===== config.mk =====
export PLATFORM = sky130hd
export DESIGN_NAME = fed_dp_flat
export DESIGN_NICKNAME = d
export VERILOG_FILES = /design/src/design/fed_pkg.sv /design/src/design/fed_in_if.sv /design/src/design/fed_out_if.sv /design/src/design/fed_dp.sv /design/src/flat_wrapper.sv
export SDC_FILE = /design/constraint.sdc
export NUM_CORES = 1
export LEC_CHECK = 0
export BUFFER_PORTS_ARGS = -buffer_cell sky130_fd_sc_hd__buf_2
export CAP_MARGIN = 10
export CELL_PAD_IN_SITES_DETAIL_PLACEMENT = 1
export CELL_PAD_IN_SITES_GLOBAL_PLACEMENT = 1
export CORE_MARGIN = 2
export CORE_UTILIZATION = 53
export DETAILED_ROUTE_END_ITERATION = 6
export HOLD_SLACK_MARGIN = 0.08
export MAX_ROUTING_LAYER = met4
export PLACE_DENSITY = 0.89
export SETUP_SLACK_MARGIN = 0.05
export SLEW_MARGIN = 15
export SYNTH_ARGS = -nofsm -noshare
export SYNTH_HDL_FRONTEND = slang
export SYNTH_SLANG_ARGS = --single-unit

===== constraint.sdc =====
create_clock -name clk -period 34.6 [get_ports clk]
set_input_delay 6.92 -clock clk [delete_from_list [all_inputs] [get_ports clk]]
set_output_delay 6.92 -clock clk [all_outputs]
set_load 0.02 [all_outputs]

===== src/design/fed_pkg.sv =====
//------------------------------------------------------------------------------
// fed_pkg
// Shared types, widths and register codes for the feedback echo delay core.
//------------------------------------------------------------------------------
`default_nettype none

package fed_pkg;

  localparam int SAMPLE_W         = 16;
  localparam int GAIN_W           = 16;
  localparam int DELAY_W          = 13;
  localparam int CFG_IDX_W        = 8;
  localparam int CFG_DATA_W       = 16;
  localparam int Q_FRAC           = 15;
  localparam int PROD_W           = SAMPLE_W + GAIN_W;
  localparam int SCALED_W         = PROD_W - Q_FRAC;
  localparam int SUM_W            = SCALED_W + 1;
  localparam int BUFFER_DEPTH_DEF = 4096;

  typedef logic signed [SAMPLE_W-1:0]   sample_t;
  typedef logic signed [GAIN_W-1:0]     gain_t;
  typedef logic        [DELAY_W-1:0]    delay_t;
  typedef logic        [CFG_IDX_W-1:0]  cfg_idx_t;
  typedef logic        [CFG_DATA_W-1:0] cfg_data_t;

  localparam gain_t   GAIN_RST   = 16'sd16384;
  localparam delay_t  DELAY_RST  = 13'd4096;
  localparam sample_t SAMPLE_MAX = 16'sh7FFF;
  localparam sample_t SAMPLE_MIN = 16'sh8000;

  typedef enum logic [CFG_IDX_W-1:0] {
    REG_FEEDBACK_GAIN = 8'd0,
    REG_DELAY_SAMPLES = 8'd1
  } cfg_reg_t;

  typedef struct packed {
    logic bypass;
    logic filled;
  } fed_ctl_t;

endpackage

`default_nettype wire


===== src/design/fed_in_if.sv =====
//------------------------------------------------------------------------------
// fed_in_if
// Input sample channel: valid/ready handshake with one sample per item.
//------------------------------------------------------------------------------
`default_nettype none

interface fed_in_if;
  import fed_pkg::*;

  logic    valid;
  logic    ready;
  sample_t sample_in;

  modport source (output valid, output sample_in, input ready);
  modport sink   (input valid, input sample_in, output ready);
endinterface

`default_nettype wire


===== src/design/fed_out_if.sv =====
//------------------------------------------------------------------------------
// fed_out_if
// Result sample channel: valid/ready handshake with one sample per item.
//------------------------------------------------------------------------------
`default_nettype none

interface fed_out_if;
  import fed_pkg::*;

  logic    valid;
  logic    ready;
  sample_t sample_out;

  modport source (output valid, output sample_out, input ready);
  modport sink   (input valid, input sample_out, output ready);
endinterface

`default_nettype wire


===== src/design/fed_dp.sv =====
//------------------------------------------------------------------------------
// fed_dp
// Tap stage: forwarding, Q1.15 multiply, saturating add, write-back and
// output register.
//------------------------------------------------------------------------------
`default_nettype none

module fed_dp #(
  parameter int BUFFER_DEPTH = fed_pkg::BUFFER_DEPTH_DEF
) (
  input  logic                            clk,
  input  logic                            rst_n,
  fed_in_if.sink                          in_ch,
  fed_out_if.source                       out_ch,
  input  fed_pkg::gain_t                  gain,
  input  fed_pkg::fed_ctl_t               s0_ctl,
  input  logic [$clog2(BUFFER_DEPTH)-1:0] s0_rd_addr,
  input  logic [$clog2(BUFFER_DEPTH)-1:0] s0_wr_addr,
  input  fed_pkg::sample_t                mem_rdata,
  output logic                            accept,
  output logic                            wr_en,
  output logic [$clog2(BUFFER_DEPTH)-1:0] wr_addr,
  output fed_pkg::sample_t                wr_data
);
  import fed_pkg::*;

  localparam int AW = $clog2(BUFFER_DEPTH);

  logic                       s1_valid_r;
  sample_t                    s1_sample_r;
  fed_ctl_t                   s1_ctl_r;
  logic [AW-1:0]              s1_rd_addr_r;
  logic [AW-1:0]              s1_wr_addr_r;
  logic                       lw_valid_r;
  logic [AW-1:0]              lw_addr_r;
  sample_t                    lw_data_r;
  logic                       out_valid_r;
  sample_t                    out_sample_r;
  logic                       s1_adv;
  sample_t                    tap;
  logic signed [PROD_W-1:0]   prod;
  logic signed [SCALED_W-1:0] scaled;
  logic signed [SUM_W-1:0]    sum;
  sample_t                    sat;
  sample_t                    result;

  assign s1_adv       = s1_valid_r && (!out_valid_r || out_ch.ready);
  assign in_ch.ready  = !s1_valid_r || s1_adv;
  assign accept       = in_ch.valid && in_ch.ready;
  assign out_ch.valid      = out_valid_r;
  assign out_ch.sample_out = out_sample_r;

  always_comb begin
    if (lw_valid_r && lw_addr_r == s1_rd_addr_r) begin
      tap = lw_data_r;
    end else if (s1_ctl_r.filled) begin
      tap = mem_rdata;
    end else begin
      tap = '0;
    end
    prod   = tap * gain;
    scaled = $signed(prod[PROD_W-1:Q_FRAC]);
    sum    = {{(SUM_W - SAMPLE_W){s1_sample_r[SAMPLE_W-1]}}, s1_sample_r}
           + {scaled[SCALED_W-1], scaled};
    if (sum[SUM_W-1:SAMPLE_W-1] == '0 || sum[SUM_W-1:SAMPLE_W-1] == '1) begin
      sat = sum[SAMPLE_W-1:0];
    end else if (sum[SUM_W-1]) begin
      sat = SAMPLE_MIN;
    end else begin
      sat = SAMPLE_MAX;
    end
    result = s1_ctl_r.bypass ? s1_sample_r : sat;
  end

  assign wr_en   = s1_adv && !s1_ctl_r.bypass;
  assign wr_addr = s1_wr_addr_r;
  assign wr_data = sat;

  always_ff @(posedge clk) begin
    if (!rst_n) begin
      s1_valid_r  <= 1'b0;
      out_valid_r <= 1'b0;
      lw_valid_r  <= 1'b0;
    end else begin
      if (in_ch.ready) begin
        s1_valid_r <= in_ch.valid;
      end
      if (s1_adv) begin
        out_valid_r <= 1'b1;
      end else if (out_ch.ready) begin
        out_valid_r <= 1'b0;
      end
      if (wr_en) begin
        lw_valid_r <= 1'b1;
      end
    end
  end

  always_ff @(posedge clk) begin
    if (accept) begin
      s1_sample_r  <= in_ch.sample_in;
      s1_ctl_r     <= s0_ctl;
      s1_rd_addr_r <= s0_rd_addr;
      s1_wr_addr_r <= s0_wr_addr;
    end
    if (s1_adv) begin
      out_sample_r <= result;
    end
    if (wr_en) begin
      lw_addr_r <= s1_wr_addr_r;
      lw_data_r <= sat;
    end
  end

endmodule

`default_nettype wire


===== src/flat_wrapper.sv =====
// flat-port wrapper written by rule: the top's interface ports become plain ports
module fed_dp_flat import fed_pkg::*;
#(
  parameter int BUFFER_DEPTH = fed_pkg::BUFFER_DEPTH_DEF
)
  (clk, rst_n, gain, s0_ctl, s0_rd_addr, s0_wr_addr, mem_rdata, accept, wr_en, wr_addr, wr_data, in_ch_valid, in_ch_sample_in, in_ch_ready, out_ch_valid, out_ch_sample_out, out_ch_ready);
  fed_in_if in_ch_i ();
  fed_out_if out_ch_i ();
  input  logic clk;
  input  logic rst_n;
  input  fed_pkg::gain_t gain;
  input  fed_pkg::fed_ctl_t s0_ctl;
  input  logic [$clog2(BUFFER_DEPTH)-1:0] s0_rd_addr;
  input  logic [$clog2(BUFFER_DEPTH)-1:0] s0_wr_addr;
  input  fed_pkg::sample_t mem_rdata;
  output logic accept;
  output logic wr_en;
  output logic [$clog2(BUFFER_DEPTH)-1:0] wr_addr;
  output fed_pkg::sample_t wr_data;
  input wire logic [$bits(in_ch_i.valid)-1:0] in_ch_valid;
  input wire logic [$bits(in_ch_i.sample_in)-1:0] in_ch_sample_in;
  output wire logic [$bits(in_ch_i.ready)-1:0] in_ch_ready;
  output wire logic [$bits(out_ch_i.valid)-1:0] out_ch_valid;
  output wire logic [$bits(out_ch_i.sample_out)-1:0] out_ch_sample_out;
  input wire logic [$bits(out_ch_i.ready)-1:0] out_ch_ready;
  assign in_ch_i.valid = in_ch_valid;
  assign in_ch_i.sample_in = in_ch_sample_in;
  assign in_ch_ready = in_ch_i.ready;
  assign out_ch_valid = out_ch_i.valid;
  assign out_ch_sample_out = out_ch_i.sample_out;
  assign out_ch_i.ready = out_ch_ready;
  fed_dp #(.BUFFER_DEPTH(BUFFER_DEPTH)) u_core (.clk(clk), .rst_n(rst_n), .in_ch(in_ch_i), .out_ch(out_ch_i), .gain(gain), .s0_ctl(s0_ctl), .s0_rd_addr(s0_rd_addr), .s0_wr_addr(s0_wr_addr), .mem_rdata(mem_rdata), .accept(accept), .wr_en(wr_en), .wr_addr(wr_addr), .wr_data(wr_data));
endmodule

== Word-level counts from Yosys, hierarchy flattened ==
Cells that the tools add are included.

* Flip-flop bits (word level): 89
* Bits of input ports: 78
* Logic and storage cells: 34

* Add/sub/neg operators: 1
* $mul: 1
* Eq/ne operators: 2
* Mux-type cells: 7
* Reduce and logical (&&, ||, !) cells: 12

{| class="wikitable"
|+ Operator list
! operator !! count
|-
| 16-bit two-way mux || 5
|-
| 16-bit by 16-bit multiplier with 32-bit output || 1
|-
| 16-bit by 17-bit adder with 18-bit output || 1
|-
| 12-bit equality test || 1
|-
| 1-bit logical AND || 4
|-
| 3-bit equality test, second input constant || 1
|-
| 1-bit zero test || 3
|-
| 3-bit zero test || 1
|-
| 1-bit logical OR || 3
|-
| 1-bit two-way mux || 2
|-
| 2-bit nonzero test || 1
|}

== Longest topological paths before layout ==
* Depth in word-level cells: 9
* Mapped depth: 40
* Depth with buffers taken out: 37

== Least setup slack after synthesis ==
OpenSTA, ideal clock, no wires.

* Kind: input port to output port
* Start: in mem_rdata[15]
* End: out wr_data[8]
* Arrival time: 15009 ps
* Setup slack: 12671 ps
* Stages on the path: 32
* Buffers on the path: 2
* Cells stage by stage: nand2_1 > o21ai_0 > clkbuf_1 > nand2_1 > fa_1 > fa_1 > fa_1 > inv_1 > fa_1 > fa_1 > inv_1 > fa_1 > inv_1 > ha_1 > a21oi_1 > nor2b_1 > or4_1 > o22ai_1 > a2bb2oi_1 > a31oi_1 > nor2_1 > mux2i_1 > o2111ai_1 > ha_1 > or2_2 > or3_1 > o211ai_2 > a21o_1 > nand2_1 > a211o_1 > buf_2 > o21ai_0

* Longest elaborated chain between the ends: 7

{| class="wikitable"
|+ RTL lines
! item !! line !! RTL
|-
| from (decl) || flat_wrapper.sv:15 || <nowiki>input fed_pkg::sample_t mem_rdata;</nowiki>
|-
| 16-bit two-way mux * || fed_dp.sv:56 || <nowiki>end else if (s1_ctl_r.filled) begin</nowiki>
|-
| 16-bit two-way mux * || fed_dp.sv:54 || <nowiki>if (lw_valid_r && lw_addr_r == s1_rd_addr_r) begin</nowiki>
|-
| 16-bit by 16-bit multiplier with 32-bit output * || fed_dp.sv:61 || <nowiki>prod = tap * gain;</nowiki>
|-
| 16-bit by 17-bit adder with 18-bit output * || fed_dp.sv:64 || <nowiki>+ {scaled[SCALED_W-1], scaled};</nowiki>
|-
| 3-bit equality test or 3-bit zero test (tied branches) || fed_dp.sv:65 || <nowiki>if (sum[SUM_W-1:SAMPLE_W-1] == '0 || sum[SUM_W-1:SAMPLE_W-1] == '1) begin</nowiki>
|-
| 1-bit logical OR || fed_dp.sv:65 ||
|-
| 16-bit two-way mux * || fed_dp.sv:65 ||
|-
| to (decl) || flat_wrapper.sv:19 || <nowiki>output fed_pkg::sample_t wr_data;</nowiki>
|}

Mark *: on every way between the ends. The rest lies on a longest branch, timed or not.

== Worst setup path after layout ==
Same ends and word-level chain as after synthesis.

==> impl_metrics.ini <==
[status]
outcome = completed

[clock_network]
cts_buffers = 9
clk_pin_slew_ns = 0.07
ctsResizeCount = 0
cts_tree = yes
clk_latency_ns = 0.35
ctsHoldBuffers = 0
post_cts_buffers = 0
cts_buffer_depth = 2
h-tree-depth = 3
cts.sinks = 89
cts_root_buffer = clkbuf_16

[synth]
yosys.cell_count.top_type = inv_1
synthArstFlopShare = 0
synth.area.top_cells = fa_1, edfxtp_1, ha_1
synth.top_cell.area_share = 0.383
yosys.area.top_type = fa_1
synth_cell_types = 53
synth_area_per_cell_um2 = 10.1
synthTopCellsByCount = inv_1, fa_1, nand2_1
synth_warnings = 0
syn_area_um2 = 13700
postSynthNetCount = 1796
ys_ff_latch = 89
syn_inst = 1358
synth_edf_count = 86
synthFlopType = edfxtp_1
seq_area_frac_synth = 0.193

[critical_path]
startpoint_type = primary input
critical_path_class = primary input to output pin
critPathLaunch = mem_rdata[15]
arrival_ns = 17.04
worst-r2r-cell-count = 36
crit_slowest_cell = a211oi_4
r2r_end = u_core.out_ch.sample_out[8]$_DFFE_PP_
critical_path_buf_inv_count = 7
critPathMaxFanout = 17
end_kind = output pin
cpMostUsedCell = fa_1
crit_family = compound AO/OA/AOI/OAI gates
r2r_start = u_core.s1_rd_addr_r[10]$_DFFE_PP_
r2r_setup_slack_ns = 22.84
crit_cells = 34
worstPathRequired_ns = 27.68
max_stage_delay_ns = 0.71

[global_routing]
grt_start_max_net_pins = 44
grt_first_pass_wirelength_um = 74200
grt_overflow = 0
grtUsageTotal = 0.383
grt_pass1_vias = 12813
grt_antenna_before_repair = 6

[final_layout]
fin_cells = 1813
final_core_util = 0.595
fill_cells = 2862
drive_above_1_share = 0.126
syn_to_final_growth_pct = 9.84
layout.nets = 1910

[timing]
finalHoldViolations = 0
rsz0062_at_grt = false
fin_hold_ws_ns = 0.459
relSlewSlack = 0.249
tightest_slew_ns = 1.13
setup_viol = 0
fmax_mhz = 41.7
min_period_ns = 23.96
period_share = 0.692
fin_worst_skew_ns = 0.0108
setup_tns_ns = 0
maxSlewViolCount = 0

[floorplanning]
dieArea_um2 = 27100
dieHeight_um = 165
die_w_um = 165
row_count = 58
num_io_pins = 126
initial_core_util = 0.542
core_um2 = 25300

[min_path]
worstHoldStart = u_core.wr_addr[1]$_DFFE_PP_
hold_depth = 0
min_to = u_core.lw_addr_r[1]$_DFFE_PP_
worstHoldPathType = register to register

[detailed_routing]
first_pass_iters = 6
drtAntennaViolNets = 0
drcViolationCount = 0
wirelength_um = 48800
vias_per_cell = 6.03
wl_per_cell_um = 26.9
vias = 10940
first_iter_violations = 851

[placement]
numPortBuffers = 125
place.gp.congestion = 0.902
hpwl_um = 35200
placed_cells = 1791

[flow_run]
max-cap-violations = 0
[layer usage]
metal	global-route usage	part of all wire	vias up
met1	0.412	0.35	5589
met2	0.656	0.51	663
met4	0.233	0.072	0
met3	0.0741	0.072	273
li1	-	-	4415
met5	-	0	-
[through the flow]
stage          instance area, µm²  setup WS, ns
2_1_floorplan               13700         12.67
3_3_place_gp                14700         11.60
3_5_place_dp                14700         10.92
4_1_cts                     15000         10.68
5_1_grt                     15000         10.22
6_report                    15000         10.64
[worst max path at each step]
stage                       endpoint  slack (ns)
after floorplan           wr_data[8]       12.67
final                     wr_data[8]       10.64
after global placement    wr_data[3]       11.60
after CTS                 wr_data[8]       10.68
after global routing      wr_data[8]       10.22
after detailed placement  wr_data[8]       10.92
[layout make-up]
type	count	area, µm²	area share
well taps	330	413	0.0275
clock inverters	6	73.8	0.00491
diodes	6	15.0	0.000998
clock buffers	10	229	0.0152
flip-flops and latches	89	2640	0.176
multi-input cells	932	9790	0.651
repair buffers	143	761	0.0506
inverters	297	1110	0.0741
[cell families (layout without fill, tap and decap cells)]
group / Yosys count / count (layout) / synth area share
adders and majority gates: 360 / 360 / 0.473
AOI/OAI and AO/OA: 130 / 130 / 0.0603
buffers and inverters: 337 / 456 / 0.0928
and+or+nand+nor: 378 / 378 / 0.138
xor gates and xnor gates: 49 / 49 / 0.0313
other: 0 / 6 / 0
muxes: 15 / 15 / 0.0122
DFF: 89 / 89 / 0.193
[registers in the layout, summed over array words and instances, names as in the netlist]
signal	flops
u_core.lw_data_r	16
u_core.out_ch.sample_out	16
u_core.s1_sample_r	16
u_core.lw_addr_r	12
u_core.s1_rd_addr_r	12
u_core.wr_addr	12
u_core.s1_ctl_r	2
u_core.lw_valid_r	1
u_core.out_ch.valid	1
u_core.s1_valid_r	1
[cell usage in the layout, fill, tap and decap left out, types with 18 or more instances in the layout]
cell | Yosys | routed
a21oi_1 | 30 | 30
and2_1 | 112 | 111
buf_2 | 1 | 125
buf_4 | 1 | 18
edfxtp_1 | 86 | 86
fa_1 | 262 | 262
ha_1 | 98 | 98
inv_1 | 296 | 296
nand2_1 | 162 | 162
nor2_1 | 29 | 29
nor2b_1 | 22 | 22
o21ai_0 | 34 | 24
xnor2_1 | 36 | 36
Power is left out: the tool's default activity adds up to more than one toggle a clock period on the data nets, which glitch-free logic cannot reach.
