`src/design/fed_pkg.sv`:
```
//------------------------------------------------------------------------------
// fed_pkg
// Shared types, widths and register codes for the feedback echo delay core.
//------------------------------------------------------------------------------
`default_nettype none

package fed_pkg;

  localparam int SAMPLE_W         = 16;
  localparam int GAIN_W           = 16;
  localparam int DELAY_W          = 13;
  localparam int CFG_IDX_W        = 8;
  localparam int CFG_DATA_W       = 16;
  localparam int Q_FRAC           = 15;
  localparam int PROD_W           = SAMPLE_W + GAIN_W;
  localparam int SCALED_W         = PROD_W - Q_FRAC;
  localparam int SUM_W            = SCALED_W + 1;
  localparam int BUFFER_DEPTH_DEF = 4096;

  typedef logic signed [SAMPLE_W-1:0]   sample_t;
  typedef logic signed [GAIN_W-1:0]     gain_t;
  typedef logic        [DELAY_W-1:0]    delay_t;
  typedef logic        [CFG_IDX_W-1:0]  cfg_idx_t;
  typedef logic        [CFG_DATA_W-1:0] cfg_data_t;

  localparam gain_t   GAIN_RST   = 16'sd16384;
  localparam delay_t  DELAY_RST  = 13'd4096;
  localparam sample_t SAMPLE_MAX = 16'sh7FFF;
  localparam sample_t SAMPLE_MIN = 16'sh8000;

  typedef enum logic [CFG_IDX_W-1:0] {
    REG_FEEDBACK_GAIN = 8'd0,
    REG_DELAY_SAMPLES = 8'd1
  } cfg_reg_t;

  typedef struct packed {
    logic bypass;
    logic filled;
  } fed_ctl_t;

endpackage

`default_nettype wire

```
`src/design/fed_ptr.sv`:
```
//------------------------------------------------------------------------------
// fed_ptr
// Write pointer with wrap, fill tracking and tap address generation.
//------------------------------------------------------------------------------
`default_nettype none

module fed_ptr #(
  parameter int BUFFER_DEPTH = fed_pkg::BUFFER_DEPTH_DEF
) (
  input  logic                            clk,
  input  logic                            rst_n,
  input  logic                            advance,
  input  fed_pkg::delay_t                 delay,
  output logic [$clog2(BUFFER_DEPTH)-1:0] wr_addr,
  output logic [$clog2(BUFFER_DEPTH)-1:0] rd_addr,
  output logic                            filled
);
  import fed_pkg::*;

  localparam int AW = $clog2(BUFFER_DEPTH);
  localparam int CW = (AW + 1 > DELAY_W) ? AW + 1 : DELAY_W;

  logic [AW-1:0] wp_r;
  logic [AW-1:0] wp_nxt;
  logic          wrap_r;
  logic          wrap_nxt;
  logic          at_end;
  logic [CW-1:0] d_ext;
  logic [CW-1:0] d_eff;
  logic [CW-1:0] wp_ext;
  logic [CW-1:0] rd_ext;

  always_comb begin
    d_ext  = CW'(delay);
    wp_ext = CW'(wp_r);
    if (d_ext == '0 || d_ext > CW'(BUFFER_DEPTH)) begin
      d_eff = CW'(BUFFER_DEPTH);
    end else begin
      d_eff = d_ext;
    end
    if (wp_ext >= d_eff) begin
      rd_ext = wp_ext - d_eff;
    end else begin
      rd_ext = wp_ext + CW'(BUFFER_DEPTH) - d_eff;
    end
    at_end   = (wp_r == AW'(BUFFER_DEPTH - 1));
    wp_nxt   = at_end ? '0 : wp_r + AW'(1);
    wrap_nxt = wrap_r | at_end;
  end

  assign wr_addr = wp_r;
  assign rd_addr = rd_ext[AW-1:0];
  assign filled  = wrap_r || (rd_ext < wp_ext);

  always_ff @(posedge clk) begin
    if (!rst_n) begin
      wp_r   <= '0;
      wrap_r <= 1'b0;
    end else if (advance) begin
      wp_r   <= wp_nxt;
      wrap_r <= wrap_nxt;
    end
  end

endmodule

`default_nettype wire

```
`config.mk`:
```
export PLATFORM = sky130hd
export DESIGN_NAME = fed_ptr
export DESIGN_NICKNAME = d
export VERILOG_FILES = /design/src/design/fed_pkg.sv /design/src/design/fed_ptr.sv
export SDC_FILE = /design/constraint.sdc
export NUM_CORES = 1
export LEC_CHECK = 0
export ABC_CLOCK_PERIOD_IN_PS = 3200
export BUFFER_PORTS_ARGS = -buffer_cell sky130_fd_sc_hd__clkbuf_2
export CAP_MARGIN = 40
export CORE_MARGIN = 5
export CORE_UTILIZATION = 53
export CTS_CLUSTER_SIZE = 30
export DETAILED_ROUTE_END_ITERATION = 7
export PLACE_DENSITY = 0.91
export SLEW_MARGIN = 0
export SYNTH_ARGS = -nofsm -noshare
export SYNTH_HDL_FRONTEND = slang
export SYNTH_SLANG_ARGS = --single-unit
```
`constraint.sdc`:
```
create_clock -name clk -period 3.2 [get_ports clk]
set_input_delay 0 -clock clk [delete_from_list [all_inputs] [get_ports clk]]
set_output_delay 0 -clock clk [all_outputs]
set_load 0.02 [all_outputs]
```
After elaboration in Yosys (flattened, before gate mapping):

Cells that the tools add are included.

* register bits: 13
* latch bits: 0
* RAM bits: 0
* bits in read-only memories: 0
* bits of input ports: 16
* memories kept: 0

* add/sub/neg operators: 4
* multiply operators: 0
* divide/modulo/power cells: 0
* order comparisons: 3
* eq/ne operators: 1
* shifts and indexed selects: 0
* multiplexer cells: 3
* bitwise operators: 1
* reductions and logical operators: 3

Operator list (number)
* $mux 13: 2
* $add 12x13->13 const B: 1
* $ge 12x13->1: 1
* $gt 13x13->1 const B: 1
* $logic_not 13->1: 1
* $lt 13x12->1: 1
* $sub 12x13->13: 1
* $sub 13x13->13: 1
* $add 12x1->12 const B: 1
* $eq 12x12->1 const B: 1
* $mux 12: 1
* $logic_or 1x1->1: 2
* $or 1x1->1: 1

Logic depth before layout (Yosys ltp):

Gate-level depths: netlist of run 1.

* depth in word-level cells: 7
* mapped depth: 17
* gate-level depth less buffers: 17

Worst setup path after synthesis of run 1:

Ideal clock, no wire load.

* path type: register to output
* start: reg wp_r[0] (netlist: wr_addr[0])
* end: out filled
* data arrival time: 3.452 ns
* data required time: 3.200 ns
* setup slack: -0.252 ns
* cell stages (with the launch flop): 18
* cells stage by stage: dfxtp_1 > inv_1 > ha_1 > inv_1 > fa_1 > a211oi_1 > o211ai_1 > nand3_2 > nand2b_1 > a21oi_1 > xnor2_1 > ha_1 > a21o_1 > a21oi_1 > o21ai_0 > nor2_1 > nand3_1 > o211ai_1

* cells in the longest elaborated chain, start to end: 5
* elaborated cells between the ends (all ways): 7
* those cells by class: 3 x add/sub; 2 x order compare; 1 x mux; 1 x reduce/logical

RTL lines
* start, declared: line fed_ptr.sv:23 `logic [AW-1:0] wp_r;`
* start signal, assigned: line fed_ptr.sv:60 `wp_r <= wp_nxt;`
* $add 12x13->13: line fed_ptr.sv:44 `rd_ext = wp_ext + CW'(BUFFER_DEPTH) - d_eff;`
* $sub 13x13->13: line fed_ptr.sv:44
* $mux 13 (*): line fed_ptr.sv:41 `if (wp_ext >= d_eff) begin`
* via rd_addr[10]: line fed_ptr.sv:15 `output logic [$clog2(BUFFER_DEPTH)-1:0] rd_addr,`
* $lt 13x12->1 (*): line fed_ptr.sv:53 `assign filled = wrap_r || (rd_ext < wp_ext);`
* $logic_or 1x1->1 (*): line fed_ptr.sv:53
* end, declared: line fed_ptr.sv:16 `output logic filled`

Mark *: on every way through the listed nets, which the timed path passes. The rest lies on a longest branch.

Worst setup path in the final report of run 1:

* start: reg wp_r[0] (netlist: wr_addr[0])
* end: out filled

* cells in the longest elaborated chain, start to end: 5
* elaborated cells between the ends (all ways): 7
* those cells by class: 3 x add/sub; 2 x order compare; 1 x mux; 1 x reduce/logical

RTL lines (line)
* $add 12x13->13: fed_ptr.sv:44
* $sub 13x13->13: fed_ptr.sv:44
* $mux 13: fed_ptr.sv:41
* $lt 13x12->1 (*): fed_ptr.sv:53
* $logic_or 1x1->1 (*): fed_ptr.sv:53

Mark *: on every way between the ends. The rest lies on a longest branch, timed or not.

==> impl_metrics.py, run 1 <==
metrics = {
    "floorplan": {
        "die_h_um": 64.2,
        "pin_count": 41,
        "die_w_um": 64.2,
        "rows": 19,
        "start_util": 0.559,
        "coreArea_mm2": 0.00278,
        "die_area_mm2": 0.00412,
    },
    "placed_design": {
        "dp_worst_setup_slack_ps": -64.5,
        "port_buffers": 40,
        "post-dp-hpwl_um": 3710,
        "dpl-instance-area_mm2": 0.00187,
        "routabilityCongestion": 0.869,
    },
    "finish": {
        "drive_gt1_frac": 0.312,
        "num_antenna_cells": 0,
        "area_growth_pct": 27.1,
        "multiInputGateArea_mm2": 0.00129,
        "layout.nets": 296,
        "fin_util": 0.710,
        "final_area_mm2": 0.00197,
        "seqCellArea_um2": 264,
        "fillers": 222,
    },
    "timing": {
        "fin_hold_ws_ps": 35.7,
        "setup_viol": 1,
        "max_freq_ghz": 0.290,
        "final-max-slew-violation-count": 0,
        "tightest_slew_ps": 371,
        "slew_headroom": 0.751,
        "post-route-min-period_ps": 3450,
        "rsz0062_at_grt": "true",
        "fin_ws_ps": -247,
        "skew_ps": 7.34,
        "period_share": 1.08,
        "hold_viol": 0,
    },
    "setup_path": {
        "critPathLaunchType": "flip-flop",
        "critical-path-max-stage-delay_ps": 360,
        "ff2ff_setup_slack_ps": 1560,
        "arrival_ps": 3450,
        "path_class": "flip-flop to primary output",
        "cp_top_family": "compound AO/OA/AOI/OAI gates",
        "critical_path_buf_inv_count": 4,
        "worstReg2RegStart": "wr_addr[0]",
        "crit_chain": "inv_2 -> ha_4 -> inv_2 -> fa_2 -> a211oi_2 -> buf_4 -> o21bai_1 -> a21oi_1 -> xnor2_1 -> ha_1 -> and4_1 -> o21ai_0 -> a211oi_2 -> nor2_2 -> nand3_1 -> o211ai_1 -> buf_4",
        "r2r-end": "wr_addr[4]",
        "crit_slowest_cell": "fa_2",
        "cp-end-kind": "primary output",
        "critPathMaxFanout": 3,
        "r2r_cells": 6,
        "cp.required_ps": 3200,
    },
    "hold_path": {
        "holdPathStages": 2,
        "hold_end": "wrap_r",
        "holdCritPathClass": "primary input to flip-flop",
        "min_from": "rst_n",
    },
    "grt": {
        "met3_usage": 0.0473,
        "use_met1": 0.268,
        "grt-busiest-layer": "met2",
        "grt.total_usage": 0.225,
        "grt_pass1_wl_um": 7400,
        "gr-usage-met2": 0.391,
        "grt_overflow": 0,
        "grt_max_degree": 13,
        "grt_pass1_vias": 1648,
        "antenna_found_initial": 0,
    },
    "logic_synthesis": {
        "synth.most_common_cell": "ha_1",
        "yosysTopAreaCell": "ha_1",
        "yosys-top-cells-count": "ha_1 (25), nor2_1 (17), xnor2_1 (16)",
        "synth.avg_cell_area_um2": 7.89,
        "synth_edf_count": 0,
        "yosysSeqAreaShare": 0.167,
        "synth_seq_cells": 13,
        "syn_inst": 197,
        "synth_area_mm2": 0.00155,
        "yosysWarnings": 0,
        "yosys-top-cells-area": "ha_1 (20%), dfxtp_1 (17%), xnor2_1 (9.0%)",
        "ys_types": 41,
        "ys.flop_type": "dfxtp_1",
        "synthArstFlopShare": 0,
        "synth_top_area_share": 0.201,
        "syn_nets": 239,
    },
    "cts": {
        "cts_buffer_depth": 2,
        "clk_latency_ps": 290,
        "numCtsBuffers": 3,
        "cts.clk_slew.worst_paths_ps": 90,
        "cts_tree": "done",
        "htree_levels": 1,
        "cts_sinks": 13,
        "cts_root_buf": "clkbuf_4",
        "cts_hold_buffers": 0,
    },
    "routing": {
        "wl_per_cell_um": 16.4,
        "vias_per_cell": 5.96,
        "route.detailed.drc": 0,
        "dr.pass1.iters": 4,
        "finalWirelength_um": 4650,
        "vias": 1692,
        "ant_nets": 0,
        "detail_route.iter0.violations": 112,
    },
    "job": {
        "cap_violations": 0,
    },
    "power_and_ir_drop": {
        "power_density_mw_per_mm2": 267,
        "ir_drop_mv": 0.266,
        "power_leakage_nw": 0.905,
    },
    "run_status": {
        "violations": "setup timing",
        "status": "finished with violations",
    },
}
[worst register-to-register path, cell delays in order (launching register included)]
cell,delay [ps]
dfxtp_2,340
buf_4,140
ha_1,200
nand4_1,240
nor3_1,280
nand2b_2,260
nor2_1,70
[cells in the final DEF, fill, tap and decap left out, types with 4 or more instances in the layout]
cell	instances
nand4_1	4
clkbuf_2	39
o21ai_1	4
nor2_1	16
ha_1	23
nor2b_1	4
inv_1	13
dfxtp_1	10
a21oi_2	4
o21a_1	4
a21o_1	5
buf_4	14
nand2_1	13
a21oi_1	12
nand3_1	5
nand2b_1	12
xnor2_1	15
o21ai_0	7
[how the worst max path moves through the flow]
| stage | from | end | slack, ps | depth (start not counted) |
|---|---|---|---|---|
| floorplan | wr_addr[0] | filled | 2 | 17 |
| global placement | wr_addr[0] | filled | 150 | 18 |
| detailed placement | wr_addr[0] | filled | -60 | 18 |
| CTS | wr_addr[0] | filled | -140 | 18 |
| global route | wr_addr[0] | filled | -500 | 17 |
| finish | wr_addr[0] | filled | -250 | 17 |
[where the power goes]
part	switching (mW)	total, mW	internal [mW]
Clock	0.0584	0.107	0.0485
Combinational	0.147	0.253	0.106
Sequential	0.00275	0.167	0.164
Total	0.208	0.527	0.319
[final cells by class]
type | instances | area share
multi-input cells | 168 | 0.653
inverters | 15 | 0.0285
flip-flops and latches | 13 | 0.134
repair buffers | 53 | 0.152
clock buffers | 4 | 0.0133
well taps | 31 | 0.0196
[registers in the layout, summed over array words and instances, names as in the netlist]
signal,flops
wrap_r,1
wr_addr,12
[kinds of logic (layout without fill, tap and decap cells)]
kind of cell	after synthesis	after routing	share of synthesized area
AOI/OAI and AO/OA	52	52	0.214
xor gates and xnor gates	18	18	0.101
adders and majority gates	26	26	0.214
buffers and inverters	16	72	0.0386
DFF	13	13	0.167
muxes	1	1	0.00644
and+or+nand+nor	71	71	0.258
[through the flow]
stage,power (mW),cells,TNS (ps)
final,0.527,284,-247
after global routing,0.558,284,-495
after CTS,0.519,284,-139
after detailed placement,0.403,275,-64.5
after global placement,0.396,275,0
after floorplan,0.331,197,0
[what timing repair did]
| action | CTS | global route |
|---|---|---|
| buffers inserted | 5 | 0 |
| pin swaps | 10 | 2 |
| setup endpoints to repair | 1 | 1 |
| resized for setup | 9 | 4 |
[layer usage]
metal | wire, µm | share of wire
met5 | 0 | 0
met4 | 189 | 0.041
met3 | 273 | 0.059
met2 | 2300 | 0.49
met1 | 1900 | 0.41
(Power assumes the default switching activity.)
==> run 2: changes to the inputs <==
Settings changed: PLACE_DENSITY 0.91 to 0.79.
==> run 2 against run 1 <==
  * The flow still finishes with violations (setup timing)
  * Worst setup slack better by 150 ps
  * Clock skew decreased by 3.5 ps
  * Hold slack worse by 9.4 ps
  * Combinational power shrank 2%
  * Non-clock buffer count is 1 higher
  * Die area unchanged
==> impl_metrics.py, run 2 (synthesis results as in run 1) <==
metrics = {
    "routing": {
        "finalWirelength_um": 4210,
        "vias_per_cell": 5.71,
        "ant_nets": 0,
        "dr.pass1.iters": 4,
        "detail_route.iter0.violations": 95,
        "route.detailed.drc": 0,
        "vias": 1628,
        "wl_per_cell_um": 14.8,
    },
    "job": {
        "cap_violations": 0,
    },
    "setup_path": {
        "crit_slowest_cell": "fa_2",
        "cp.required_ps": 3200,
        "arrival_ps": 3300,
        "ff2ff_setup_slack_ps": 1510,
        "critPathMaxFanout": 3,
        "critPathLaunchType": "flip-flop",
        "cp-end-kind": "primary output",
        "crit_start": "wr_addr[0]",
        "path_class": "flip-flop to primary output",
        "crit_chain": "inv_2 -> ha_4 -> inv_2 -> fa_2 -> a211oi_2 -> o211ai_1 -> nand3_2 -> nand2b_1 -> a21oi_2 -> xnor2_2 -> ha_1 -> a21o_1 -> a21oi_2 -> o21ai_1 -> nor2_2 -> nand3_1 -> o211ai_1 -> buf_4",
        "cp_top_family": "compound AO/OA/AOI/OAI gates",
        "worstSetupPathDepth": 18,
        "crit_end": "filled",
        "r2r_cells": 6,
        "r2r-end": "wr_addr[9]",
        "worstReg2RegStart": "wr_addr[1]",
        "critical_path_buf_inv_count": 3,
        "critical-path-max-stage-delay_ps": 360,
    },
    "cts": {
        "cts.clk_slew.worst_paths_ps": 80,
        "htree_levels": 1,
        "cts_root_buf": "clkbuf_4",
        "cts_tree": "done",
        "numCtsBuffers": 3,
        "cts_sinks": 13,
        "cts_buffer_depth": 2,
        "clk_latency_ps": 280,
    },
    "timing": {
        "rsz0062_at_grt": "true",
        "final-max-slew-violation-count": 0,
        "fin_ws_ps": -99.7,
        "period_share": 1.03,
        "max_freq_ghz": 0.303,
        "slew_headroom": 0.798,
        "tightest_slew_ps": 300,
        "skew_ps": 3.88,
        "hold_viol": 0,
        "post-route-min-period_ps": 3300,
        "setup_viol": 1,
    },
    "finish": {
        "final_common_cell": "clkbuf_2",
        "final_cell_mix": "clkbuf_2 (39), ha_1 (23), nor2_1 (16), xnor2_1 (15), buf_4 (15)",
        "fin_util": 0.709,
        "largest_register_ffs": 12,
        "multiInputGateArea_mm2": 0.00128,
        "area_growth_pct": 26.8,
        "seqCellArea_um2": 263,
        "fillers": 249,
        "layoutNonFillerInstCount": 285,
        "drive_gt1_frac": 0.311,
        "layout.nets": 297,
        "num_antenna_cells": 0,
    },
    "placed_design": {
        "port_buffers": 40,
        "routabilityCongestion": 0.900,
        "dp_worst_setup_slack_ps": 19.7,
        "place_inst": 277,
        "post-dp-hpwl_um": 3560,
    },
    "run_status": {
        "violations": "setup timing",
        "status": "finished with violations",
    },
    "floorplan": {
        "coreArea_mm2": 0.00278,
        "die_h_um": 64.2,
        "start_util": 0.559,
        "die_w_um": 64.2,
        "rows": 19,
        "pin_count": 41,
        "die_area_mm2": 0.00412,
    },
    "power_and_ir_drop": {
        "power_frac_clock": 0.198,
        "p_sw_frac": 0.385,
        "combPwrFrac": 0.480,
        "ir_drop_mv": 0.297,
        "finalPower_mw": 0.517,
        "p_int_mw": 0.318,
        "pwr-share-seq": 0.322,
        "power_leakage_nw": 0.907,
        "power_density_mw_per_mm2": 263,
        "power_switching_mw": 0.199,
    },
    "grt": {
        "grt.total_usage": 0.208,
        "grt_pass1_vias": 1575,
        "grt_pass1_wl_um": 6910,
        "grt_overflow": 0,
        "grt_max_degree": 13,
        "antenna_found_initial": 0,
    },
    "hold_path": {
        "min_from": "rst_n",
        "holdCritPathClass": "primary input to flip-flop",
    },
}
## run 2: changes by cell type in the layout (fill, tap and decap cells not counted)
cell | before | now
dfxtp_2 | 3 | 2
buf_4 | 14 | 15
ha_4 | 2 | 1
dfxtp_1 | 10 | 11
ha_2 | 0 | 1
## run 2: final cells by class
cell class | instances | share of cell area
tap | 31 | 0.0197
inverter | 15 | 0.0286
sequential | 13 | 0.133
timing repair buffer | 54 | 0.156
multi-input combinational | 168 | 0.649
clock buffer | 4 | 0.0133
## run 2: per-layer routing
layer / share of wire / track usage
met5: 0 / 0
met4: 0.012 / 0.0712
met3: 0.063 / 0.0193
met2: 0.47 / 0.358
met1: 0.45 / 0.271
## run 2: stage by stage
stage	cell area, µm²	hold WS [ps]	setup TNS (ps)
final	1970	26.2	-99.7
after global routing	1970	37.5	-329
after CTS	1960	23.1	-92.6
after detailed placement	1880	317	0
after global placement	1880	318	0
after floorplan	1570	118	0
## run 2: worst reg2reg max path, delay by kind of cell (launching register included)
family	cells	cell delay, ps
simple gates	4	890
flops	1	380
fa+ha+maj	1	170
buf+inv	1	140
## run 2: power groups by stage
stage          clock network [mW]  logic [mW]  registers, mW
3_5_place_dp                    0       0.232          0.170
3_3_place_gp                    0       0.228          0.170
5_1_grt                     0.113       0.273          0.167
4_1_cts                     0.104       0.242          0.167
6_report                    0.102       0.248          0.167
2_1_floorplan                   0       0.157          0.174
## run 2: timing repair
item	CTS	global route
buffers inserted	4	0
pin swaps	10	3
hold buffers	0	0
gates resized for setup	7	5
gates cloned	0	0
setup endpoints to repair	1	1
## run 2: how the worst min path moves through the flow
stage / end / depth (start not counted)
final: wrap_r / 2
after global routing: wrap_r / 2
after CTS: wrap_r / 2
after detailed placement: wrap_r / 2
after global placement: wrap_r / 2
after floorplan: wrap_r / 1
